`src/hw/rtl/sha256_pkg.sv`:
```
// ----------------------------------------------------------------------------
// sha256_pkg
// Shared types, constants and round functions of the SHA-256 engine.
// ----------------------------------------------------------------------------
`default_nettype none

package sha256_pkg;

	typedef struct packed {
		logic [31:0] message_word;
		logic [2:0]  bytes_valid;
		logic        last_word;
	} in_word_t;

	typedef struct packed {
		logic [31:0] digest_word;
		logic        digest_last;
	} out_word_t;

	// queue entry: one schedule word plus a final-block marker
	typedef struct packed {
		logic [31:0] data;
		logic        final_blk;
	} sched_word_t;

	localparam int unsigned QUEUE_DEPTH = 4;
	localparam int unsigned QUEUE_AW    = 2;

	function automatic logic [31:0] init_hash(input logic [2:0] i);
		logic [31:0] r;
		begin
			case (i)
				3'd0: r = 32'h6a09e667;
				3'd1: r = 32'hbb67ae85;
				3'd2: r = 32'h3c6ef372;
				3'd3: r = 32'ha54ff53a;
				3'd4: r = 32'h510e527f;
				3'd5: r = 32'h9b05688c;
				3'd6: r = 32'h1f83d9ab;
				default: r = 32'h5be0cd19;
			endcase
			return r;
		end
	endfunction

	function automatic logic [31:0] round_k(input logic [5:0] i);
		logic [31:0] r;
		begin
			case (i)
				6'd0: r = 32'h428a2f98; 6'd1: r = 32'h71374491;
				6'd2: r = 32'hb5c0fbcf; 6'd3: r = 32'he9b5dba5;
				6'd4: r = 32'h3956c25b; 6'd5: r = 32'h59f111f1;
				6'd6: r = 32'h923f82a4; 6'd7: r = 32'hab1c5ed5;
				6'd8: r = 32'hd807aa98; 6'd9: r = 32'h12835b01;
				6'd10: r = 32'h243185be; 6'd11: r = 32'h550c7dc3;
				6'd12: r = 32'h72be5d74; 6'd13: r = 32'h80deb1fe;
				6'd14: r = 32'h9bdc06a7; 6'd15: r = 32'hc19bf174;
				6'd16: r = 32'he49b69c1; 6'd17: r = 32'hefbe4786;
				6'd18: r = 32'h0fc19dc6; 6'd19: r = 32'h240ca1cc;
				6'd20: r = 32'h2de92c6f; 6'd21: r = 32'h4a7484aa;
				6'd22: r = 32'h5cb0a9dc; 6'd23: r = 32'h76f988da;
				6'd24: r = 32'h983e5152; 6'd25: r = 32'ha831c66d;
				6'd26: r = 32'hb00327c8; 6'd27: r = 32'hbf597fc7;
				6'd28: r = 32'hc6e00bf3; 6'd29: r = 32'hd5a79147;
				6'd30: r = 32'h06ca6351; 6'd31: r = 32'h14292967;
				6'd32: r = 32'h27b70a85; 6'd33: r = 32'h2e1b2138;
				6'd34: r = 32'h4d2c6dfc; 6'd35: r = 32'h53380d13;
				6'd36: r = 32'h650a7354; 6'd37: r = 32'h766a0abb;
				6'd38: r = 32'h81c2c92e; 6'd39: r = 32'h92722c85;
				6'd40: r = 32'ha2bfe8a1; 6'd41: r = 32'ha81a664b;
				6'd42: r = 32'hc24b8b70; 6'd43: r = 32'hc76c51a3;
				6'd44: r = 32'hd192e819; 6'd45: r = 32'hd6990624;
				6'd46: r = 32'hf40e3585; 6'd47: r = 32'h106aa070;
				6'd48: r = 32'h19a4c116; 6'd49: r = 32'h1e376c08;
				6'd50: r = 32'h2748774c; 6'd51: r = 32'h34b0bcb5;
				6'd52: r = 32'h391c0cb3; 6'd53: r = 32'h4ed8aa4a;
				6'd54: r = 32'h5b9cca4f; 6'd55: r = 32'h682e6ff3;
				6'd56: r = 32'h748f82ee; 6'd57: r = 32'h78a5636f;
				6'd58: r = 32'h84c87814; 6'd59: r = 32'h8cc70208;
				6'd60: r = 32'h90befffa; 6'd61: r = 32'ha4506ceb;
				6'd62: r = 32'hbef9a3f7;
				default: r = 32'hc67178f2;
			endcase
			return r;
		end
	endfunction

	function automatic logic [31:0] rotr(input logic [31:0] v, input int unsigned s);
		return (v >> s) | (v << (32 - s));
	endfunction

endpackage

`default_nettype wire

```
`src/hw/rtl/sha256_front.sv`:
```
// ----------------------------------------------------------------------------
// sha256_front
// Accepts message words, pads the final one and emits schedule words.
// ----------------------------------------------------------------------------
`default_nettype none

module sha256_front (
	input  wire logic                   clk,
	input  wire logic                   arst_n,
	input  wire sha256_pkg::in_word_t   in_data,
	input  wire logic                   in_valid,
	output logic                        in_ready,
	output sha256_pkg::sched_word_t     q_data,
	output logic                        q_valid,
	input  wire logic                   q_ready
);

	localparam logic [1:0] ST_MSG = 2'd0;
	localparam logic [1:0] ST_PAD = 2'd1;
	localparam logic [1:0] ST_LHI = 2'd2;
	localparam logic [1:0] ST_LLO = 2'd3;

	logic [1:0]  state_q;
	logic [63:0] bit_count_q;
	logic [3:0]  slot_q;
	logic        need80_q;
	logic [2:0]  nb;
	logic [31:0] mask;
	logic [31:0] padded;
	logic        emit;

	always_comb begin
		nb = (in_data.bytes_valid > 3'd4) ? 3'd4 : in_data.bytes_valid;
		case (nb)
			3'd0: begin mask = 32'h0; padded = 32'h80000000; end
			3'd1: begin mask = 32'hff000000; padded = 32'h00800000; end
			3'd2: begin mask = 32'hffff0000; padded = 32'h00008000; end
			3'd3: begin mask = 32'hffffff00; padded = 32'h00000080; end
			default: begin mask = 32'hffffffff; padded = 32'h0; end
		endcase
		padded = padded | (in_data.message_word & mask);
	end

	assign in_ready = (state_q == ST_MSG) && q_ready;
	assign emit = q_valid && q_ready;

	always_comb begin
		q_valid = 1'b0;
		q_data = '0;
		case (state_q)
			ST_MSG: begin
				q_valid = in_valid;
				q_data.data = (in_data.last_word && nb != 3'd4) ? padded
					: in_data.message_word;
			end
			ST_PAD: begin
				q_valid = 1'b1;
				q_data.data = need80_q ? 32'h80000000 : 32'h0;
			end
			ST_LHI: begin
				q_valid = 1'b1;
				q_data.data = bit_count_q[63:32];
			end
			default: begin
				q_valid = 1'b1;
				q_data.data = bit_count_q[31:0];
				q_data.final_blk = 1'b1;
			end
		endcase
	end

	// slot 15 holds the low length word, so the increment wraps it back to 0
	always_ff @(posedge clk or negedge arst_n) begin
		if (!arst_n) begin
			state_q <= ST_MSG;
			bit_count_q <= '0;
			slot_q <= '0;
			need80_q <= 1'b0;
		end else if (emit) begin
			slot_q <= slot_q + 4'd1;
			case (state_q)
				ST_MSG: begin
					if (in_data.last_word) begin
						bit_count_q <= bit_count_q + {58'd0, nb, 3'd0};
						need80_q <= (nb == 3'd4);
						state_q <= (nb != 3'd4 && slot_q == 4'd13) ? ST_LHI : ST_PAD;
					end else begin
						bit_count_q <= bit_count_q + 64'd32;
					end
				end
				ST_PAD: begin
					need80_q <= 1'b0;
					if (slot_q == 4'd13) state_q <= ST_LHI;
				end
				ST_LHI: state_q <= ST_LLO;
				default: begin
					state_q <= ST_MSG;
					bit_count_q <= '0;
				end
			endcase
		end
	end

	assert property (@(posedge clk) disable iff (!arst_n)
		(emit && state_q == ST_LHI) |-> (slot_q == 4'd14))
		else $error("length high word not at slot 14");
	assert property (@(posedge clk) disable iff (!arst_n)
		(emit && state_q == ST_LLO) |=> (state_q == ST_MSG && slot_q == 4'd0))
		else $error("front did not return after length");
	assert property (@(posedge clk) disable iff (!arst_n)
		(state_q != ST_MSG) |-> !in_ready)
		else $error("input taken while padding");

endmodule

`default_nettype wire

```
`src/hw/rtl/sha256_queue.sv`:
```
// ----------------------------------------------------------------------------
// sha256_queue
// Short FIFO between the word front end and the compression core.
// ----------------------------------------------------------------------------
`default_nettype none

module sha256_queue (
	input  wire logic                   clk,
	input  wire logic                   arst_n,
	input  wire sha256_pkg::sched_word_t wr_data,
	input  wire logic                   wr_valid,
	output logic                        wr_ready,
	output sha256_pkg::sched_word_t     rd_data,
	output logic                        rd_valid,
	input  wire logic                   rd_ready
);

	sha256_pkg::sched_word_t mem_q [sha256_pkg::QUEUE_DEPTH];
	logic [sha256_pkg::QUEUE_AW-1:0] wp_q, rp_q;
	logic [sha256_pkg::QUEUE_AW:0]   cnt_q;
	logic wr, rd;

	assign wr_ready = cnt_q != (sha256_pkg::QUEUE_AW+1)'(sha256_pkg::QUEUE_DEPTH);
	assign rd_valid = cnt_q != '0;
	assign rd_data = mem_q[rp_q];
	assign wr = wr_valid && wr_ready;
	assign rd = rd_valid && rd_ready;

	always_ff @(posedge clk) begin
		if (wr) mem_q[wp_q] <= wr_data;
	end

	always_ff @(posedge clk or negedge arst_n) begin
		if (!arst_n) begin
			wp_q <= '0;
			rp_q <= '0;
			cnt_q <= '0;
		end else begin
			if (wr) wp_q <= wp_q + sha256_pkg::QUEUE_AW'(1);
			if (rd) rp_q <= rp_q + sha256_pkg::QUEUE_AW'(1);
			cnt_q <= cnt_q + {{sha256_pkg::QUEUE_AW{1'b0}}, wr} - {{sha256_pkg::QUEUE_AW{1'b0}}, rd};
		end
	end

	assert property (@(posedge clk) disable iff (!arst_n)
		cnt_q <= (sha256_pkg::QUEUE_AW+1)'(sha256_pkg::QUEUE_DEPTH))
		else $error("queue overflow");
	assert property (@(posedge clk) disable iff (!arst_n)
		(wr && !rd) |=> (cnt_q == $past(cnt_q) + (sha256_pkg::QUEUE_AW+1)'(1)))
		else $error("queue count slip");
	assert property (@(posedge clk) disable iff (!arst_n)
		(rd && !wr) |=> (cnt_q == $past(cnt_q) - (sha256_pkg::QUEUE_AW+1)'(1)))
		else $error("queue count slip");

endmodule

`default_nettype wire

```
`src/hw/rtl/sha256_core.sv`:
```
// ----------------------------------------------------------------------------
// sha256_core
// Collects 16 schedule words, runs 64 rounds, holds the chaining value and
// emits the digest after the final block.
// ----------------------------------------------------------------------------
`default_nettype none

module sha256_core (
	input  wire logic                   clk,
	input  wire logic                   arst_n,
	input  wire sha256_pkg::sched_word_t q_data,
	input  wire logic                   q_valid,
	output logic                        q_ready,
	output sha256_pkg::out_word_t       out_data,
	output logic                        out_valid,
	input  wire logic                   out_ready
);

	localparam logic [1:0] ST_LOAD = 2'd0;
	localparam logic [1:0] ST_RND  = 2'd1;
	localparam logic [1:0] ST_ADD  = 2'd2;
	localparam logic [1:0] ST_OUT  = 2'd3;

	logic [1:0]  state_q;
	logic [31:0] w_q [16];
	logic [31:0] h_q [8];
	logic [31:0] v_q [8];
	logic [3:0]  slot_q;
	logic [5:0]  rnd_q;
	logic        final_q;
	logic [2:0]  oidx_q;
	logic [31:0] w_cur, w15, w2, g0, g1, s1, ch, s0, mj, t1, t2;
	logic        take;

	assign q_ready = (state_q == ST_LOAD);
	assign take = q_valid && q_ready;
	assign out_valid = (state_q == ST_OUT);
	assign out_data.digest_word = h_q[oidx_q];
	assign out_data.digest_last = (oidx_q == 3'd7);

	always_comb begin
		w15 = w_q[rnd_q[3:0] + 4'd1];
		w2  = w_q[rnd_q[3:0] + 4'd14];
		g0 = sha256_pkg::rotr(w15, 7) ^ sha256_pkg::rotr(w15, 18) ^ (w15 >> 3);
		g1 = sha256_pkg::rotr(w2, 17) ^ sha256_pkg::rotr(w2, 19) ^ (w2 >> 10);
		w_cur = (rnd_q < 6'd16) ? w_q[rnd_q[3:0]]
			: w_q[rnd_q[3:0]] + g0 + w_q[rnd_q[3:0] + 4'd9] + g1;
		s1 = sha256_pkg::rotr(v_q[4], 6) ^ sha256_pkg::rotr(v_q[4], 11)
			^ sha256_pkg::rotr(v_q[4], 25);
		ch = (v_q[4] & v_q[5]) ^ (~v_q[4] & v_q[6]);
		t1 = v_q[7] + s1 + ch + sha256_pkg::round_k(rnd_q) + w_cur;
		s0 = sha256_pkg::rotr(v_q[0], 2) ^ sha256_pkg::rotr(v_q[0], 13)
			^ sha256_pkg::rotr(v_q[0], 22);
		mj = (v_q[0] & v_q[1]) ^ (v_q[0] & v_q[2]) ^ (v_q[1] & v_q[2]);
		t2 = s0 + mj;
	end

	always_ff @(posedge clk) begin
		if (take) w_q[slot_q] <= q_data.data;
		if (state_q == ST_RND) begin
			w_q[rnd_q[3:0]] <= w_cur;
			v_q[7] <= v_q[6]; v_q[6] <= v_q[5]; v_q[5] <= v_q[4];
			v_q[4] <= v_q[3] + t1;
			v_q[3] <= v_q[2]; v_q[2] <= v_q[1]; v_q[1] <= v_q[0];
			v_q[0] <= t1 + t2;
		end
		if (take && slot_q == 4'd15) begin
			for (int j = 0; j < 8; j++) v_q[j] <= h_q[j];
		end
	end

	always_ff @(posedge clk or negedge arst_n) begin
		if (!arst_n) begin
			state_q <= ST_LOAD;
			slot_q <= '0;
			rnd_q <= '0;
			final_q <= 1'b0;
			oidx_q <= '0;
			for (int j = 0; j < 8; j++) h_q[j] <= sha256_pkg::init_hash(3'(j));
		end else begin
			case (state_q)
				ST_LOAD: if (take) begin
					slot_q <= slot_q + 4'd1;
					if (slot_q == 4'd15) begin
						final_q <= q_data.final_blk;
						rnd_q <= '0;
						state_q <= ST_RND;
					end
				end
				ST_RND: begin
					rnd_q <= rnd_q + 6'd1;
					if (rnd_q == 6'd63) state_q <= ST_ADD;
				end
				ST_ADD: begin
					for (int j = 0; j < 8; j++) h_q[j] <= h_q[j] + v_q[j];
					oidx_q <= '0;
					state_q <= final_q ? ST_OUT : ST_LOAD;
				end
				default: if (out_ready) begin
					oidx_q <= oidx_q + 3'd1;
					if (oidx_q == 3'd7) begin
						for (int j = 0; j < 8; j++)
							h_q[j] <= sha256_pkg::init_hash(3'(j));
						state_q <= ST_LOAD;
					end
				end
			endcase
		end
	end

	assert property (@(posedge clk) disable iff (!arst_n)
		(state_q == ST_RND && rnd_q == 6'd63) |=> (state_q == ST_ADD))
		else $error("round count slip");
	assert property (@(posedge clk) disable iff (!arst_n)
		(take && slot_q == 4'd15) |=> (state_q == ST_RND && rnd_q == 6'd0))
		else $error("block did not start rounds");
	assert property (@(posedge clk) disable iff (!arst_n)
		(out_valid && out_ready && oidx_q == 3'd7) |=> (state_q == ST_LOAD))
		else $error("digest did not end");

endmodule

`default_nettype wire

```
`src/hw/rtl/sha256_hash_engine_top.sv`:
```
// ----------------------------------------------------------------------------
// sha256_hash_engine_top
// SHA-256 engine: message words in, eight digest words out.
//
// Input channel carries big-endian message words; the word marked last says
// how many leading bytes are valid (0..4). Output channel carries the eight
// digest words, word 0 first, digest_last on the eighth.
// The front end pads and appends the 64-bit length and feeds a four-entry
// queue; the core gathers 16 words, then runs the rounds, one round per
// cycle, and the chaining add, taking no new words meanwhile, so the round
// loop sets the sustained rate. After the last word, padding fills the rest
// of its block and, if the length does not fit, a further block; digest
// words follow the final block, one word per cycle while out_ready is high.
// A stalled receiver holds the core in digest output; the queue then fills
// and input ready drops. Reset loads the initial hash and empties the queue.
// ----------------------------------------------------------------------------
`default_nettype none

module sha256_hash_engine_top (
	input  wire logic                 clk,
	input  wire logic                 arst_n,
	input  wire sha256_pkg::in_word_t in_data,
	input  wire logic                 in_valid,
	output logic                      in_ready,
	output sha256_pkg::out_word_t     out_data,
	output logic                      out_valid,
	input  wire logic                 out_ready
);

	sha256_pkg::sched_word_t f_data, c_data;
	logic f_valid, f_ready, c_valid, c_ready;

	sha256_front u_front (
		.clk, .arst_n, .in_data, .in_valid, .in_ready,
		.q_data(f_data), .q_valid(f_valid), .q_ready(f_ready)
	);

	sha256_queue u_queue (
		.clk, .arst_n,
		.wr_data(f_data), .wr_valid(f_valid), .wr_ready(f_ready),
		.rd_data(c_data), .rd_valid(c_valid), .rd_ready(c_ready)
	);

	sha256_core u_core (
		.clk, .arst_n,
		.q_data(c_data), .q_valid(c_valid), .q_ready(c_ready),
		.out_data, .out_valid, .out_ready
	);

endmodule

`default_nettype wire

```
`config.mk`:
```
export PLATFORM = sky130hd
export DESIGN_NAME = sha256_hash_engine_top
export DESIGN_NICKNAME = d
export VERILOG_FILES = /design/src/hw/rtl/sha256_pkg.sv /design/src/hw/rtl/sha256_front.sv /design/src/hw/rtl/sha256_queue.sv /design/src/hw/rtl/sha256_core.sv /design/src/hw/rtl/sha256_hash_engine_top.sv
export SDC_FILE = /design/constraint.sdc
export NUM_CORES = 2
export LEC_CHECK = 0
export BUFFER_PORTS_ARGS = -buffer_cell sky130_fd_sc_hd__buf_2
export CORE_ASPECT_RATIO = 0.75
export CORE_MARGIN = 10
export CORE_UTILIZATION = 45
export CTS_CLUSTER_DIAMETER = 60
export CTS_CLUSTER_SIZE = 30
export DETAILED_ROUTE_END_ITERATION = 8
export GPL_TIMING_DRIVEN = 1
export HOLD_SLACK_MARGIN = 0.05
export PLACE_DENSITY = 0.74
export SLEW_MARGIN = 15
export SYNTH_ARGS = -nofsm -noshare
export SYNTH_HDL_FRONTEND = slang
export SYNTH_HIERARCHICAL = 1
export SYNTH_SLANG_ARGS = --single-unit
```
`constraint.sdc`:
```
create_clock -name clk -period 14.15 [get_ports clk]
set_input_delay 4.245 -clock clk [delete_from_list [all_inputs] [get_ports clk]]
set_output_delay 4.245 -clock clk [all_outputs]
set_load 0.005 [all_outputs]
```
==> flow_metrics.env <==
export IMPL_worst_setup_path_start_kind="flip-flop"
export IMPL_synth_fp_nets=8546
export IMPL_grt_use_total_pct=26.9
export IMPL_gp_congestion=0.994
export IMPL_setup_viol=0
export IMPL_skew_ps=62.8
export IMPL_cp_max_fo=38
export IMPL_synth_commonest_cells="nand2_1 (1,005), edfxtp_1 (900), mux4_2 (561)"
export IMPL_worst_pin_slew_ps=1330
export IMPL_worstPathRequired_ps=14650
export IMPL_tns_ps=0
export IMPL_h_tree_depth=3
export IMPL_clk_pin_slew_ps=90
export IMPL_cts_path_max_buffers=3
export IMPL_avgViaCountPerCell=6.59
export IMPL_async_flop_share_pct=27.8
export IMPL_max_stage_delay_ps=800
export IMPL_numPortBuffers=74
export IMPL_synth_main_ff_cell="edfxtp_1"
export IMPL_fmax_ghz=0.0729
export IMPL_overflow=0
export IMPL_dr_pass1_iters=6
export IMPL_grt_pass1_vias=65600
export IMPL_cts_root_buf="clkbuf_16"
export IMPL_rows=141
export IMPL_yosysWarnings=6
export IMPL_drv_cap=0
export IMPL_start_util_pct=45.2
export IMPL_holdCritPathClass="flip-flop to flip-flop"
export IMPL_regToRegSetupSlack_ps=430
export IMPL_status="finished, final reports clean"
export IMPL_worstSetupPathType="flip-flop to flip-flop"
export IMPL_yosys_top_cells_area="edfxtp_1 (30%), mux4_2 (14%), ha_1 (6.0%)"
export IMPL_avgRoutedWirePerCell_um=28.8
export IMPL_cts_sinks=1247
export IMPL_clk_latency_ps=810
export IMPL_syn_area_per_cell_um2=11.3
export IMPL_fin_crit_ps=13720
export IMPL_die_x_um=533
export IMPL_yosys_area_top_type="edfxtp_1"
export IMPL_synth_top_area_share_pct=30.4
export IMPL_synthCells=7883
export IMPL_io_pins=75
export IMPL_fin_nets=8430
export IMPL_grt_pass1_wl_um=443000
export IMPL_slew_viol_final=0
export IMPL_synth_cell_types=102
export IMPL_ys_seq_area_share_pct=40.4
export IMPL_grt_max_degree=165
export IMPL_cts_tree="yes"
export IMPL_core_um2=197000
export IMPL_synth_edf_count=900
export IMPL_ys_ff_latch=1247
export IMPL_whs_ps=493
export IMPL_fin_crit_sh_pct=97.0
export IMPL_syn_to_final_growth_pct=8.45
export IMPL_die_h_um=405
export IMPL_hpwl_um=215000
export IMPL_final_fill_count=17100
export IMPL_slowest_stage="dfrtp_4"
export IMPL_crit_arrival_ps=14220
export IMPL_drive_gt1_share_pct=16.6
export IMPL_drt_iter0_drc=10400
export IMPL_syn_cell_area_um2=88900
export IMPL_wl_um=302000
export IMPL_yosysMostFrequentCell="nand2_1"
export IMPL_hold_violations=0
export IMPL_cts_buffers=108
export IMPL_slew_limit_headroom_pct=11.6
export IMPL_num_vias=69200
export IMPL_antenna_left=0
export IMPL_post_route_drc_count=0
export IMPL_antenna_found_initial=6
export IMPL_ctsHoldBuffers=0
export IMPL_cp_end_kind="flip-flop"
export IMPL_dieArea_um2=216000
==> layout make-up <==
type	instances	area (um^2)	share of cell area (%)
Multi-Input combinational cell	5808	50000	51.8
Antenna cell	2	5.00	0.00519
Timing Repair Buffer	218	1720	1.79
Tap cell	2645	3310	3.43
Clock buffer	117	2830	2.94
Sequential cell	1247	35900	37.2
Clock inverter	89	1210	1.26
Inverter	384	1440	1.50
==> cell usage in the layout, fill, tap and decap left out, drive strengths merged, types with 119 or more instances in the layout <==
cell    instances
mux4          566
nor2          460
o21ai         447
ha            426
buf           216
fa            197
edfxtp        900
nand2        1005
xnor2         392
inv           425
dfrtp         211
a21o          183
xor2          201
a21oi         539
dfstp         136
clkbuf        119
==> state kept, by name (all words and copies together) (netlist names), 2 cells and up <==
| register | cells |
|---|---|
| u_front/state_q | 2 |
| u_core/oidx_q | 3 |
| u_queue/cnt_q | 3 |
| u_core/v_q | 256 |
| u_core/state_q | 2 |
| u_core/h_q | 256 |
| u_queue/wp_q | 2 |
| u_queue/rp_q | 2 |
| u_core/slot_q | 4 |
| u_front/slot_q | 4 |
| u_front/bit_count_q | 61 |
| u_core/w_q | 512 |
| u_queue/mem_q | 132 |
| u_core/rnd_q | 6 |
==> per-layer routing <==
metal | vias to the layer above | GRT usage (%) | wire length, um
li1 | 29200 | - | -
met1 | 34600 | 39.8 | 124000
met2 | 4944 | 36.7 | 122000
met3 | 545 | 9.97 | 46400
met4 | 6 | 7.18 | 9350
met5 | - | 0 | 41
==> kinds of logic after synthesis <==
family	count (synthesis)	synth area share [%]
compound gates	1788	12.6
xor+xnor	595	5.91
fa+ha+maj	642	10.6
buf+inv	828	3.69
flops	1247	40.4
mux	750	16.6
simple gates	2033	10.1
==> through the flow <==
step / std cells / util [%] / setup slack (ps) / area [um^2]
2_1_floorplan: 7883 / - / 605 / 88900
3_3_place_gp: 10300 / 46.8 / 648 / 92200
3_5_place_dp: 10300 / 46.8 / 599 / 92200
4_1_cts: 10500 / 48.9 / 536 / 96200
5_1_grt: 10500 / 49.0 / -62.6 / 96400
6_report: 10500 / 49.0 / 429 / 96400
==> timing repair <==
action,in CTS,in global routing
resized for setup,0,6
buffers inserted,0,3
setup endpoints to repair,0,5
endpoints found under the hold margin,0,0
==> path summary, 6_finish.rpt <==
check                      cells after the start                end               from
setup / recovery                              39  u_core/v_q[0][30]    u_core/rnd_q[0]
hold / removal                                 1  u_front/slot_q[3]  u_front/slot_q[3]
setup reg to reg                              39  u_core/v_q[0][30]    u_core/rnd_q[0]
hold reg to reg                                1  u_front/slot_q[3]  u_front/slot_q[3]
max in group asynchronous                      2    u_core/h_q[116]             arst_n
min in group asynchronous                      1    u_core/h_q[193]             arst_n
==> worst max-delay path: cells and delay by family, from the launching register on <==
kind | cells | cell delay, ps
buffers and inverters | 4 | 790
adder cells (fa/ha/maj) | 10 | 4670
AO/OA/AOI/OAI | 17 | 4740
XOR/XNOR | 4 | 980
AND/OR/NAND/NOR | 2 | 310
multiplexers | 2 | 1080
flip-flops | 1 | 800
Power is left out: the tool's default activity adds up to more than one toggle a clock period on the data nets, which glitch-free logic cannot reach.
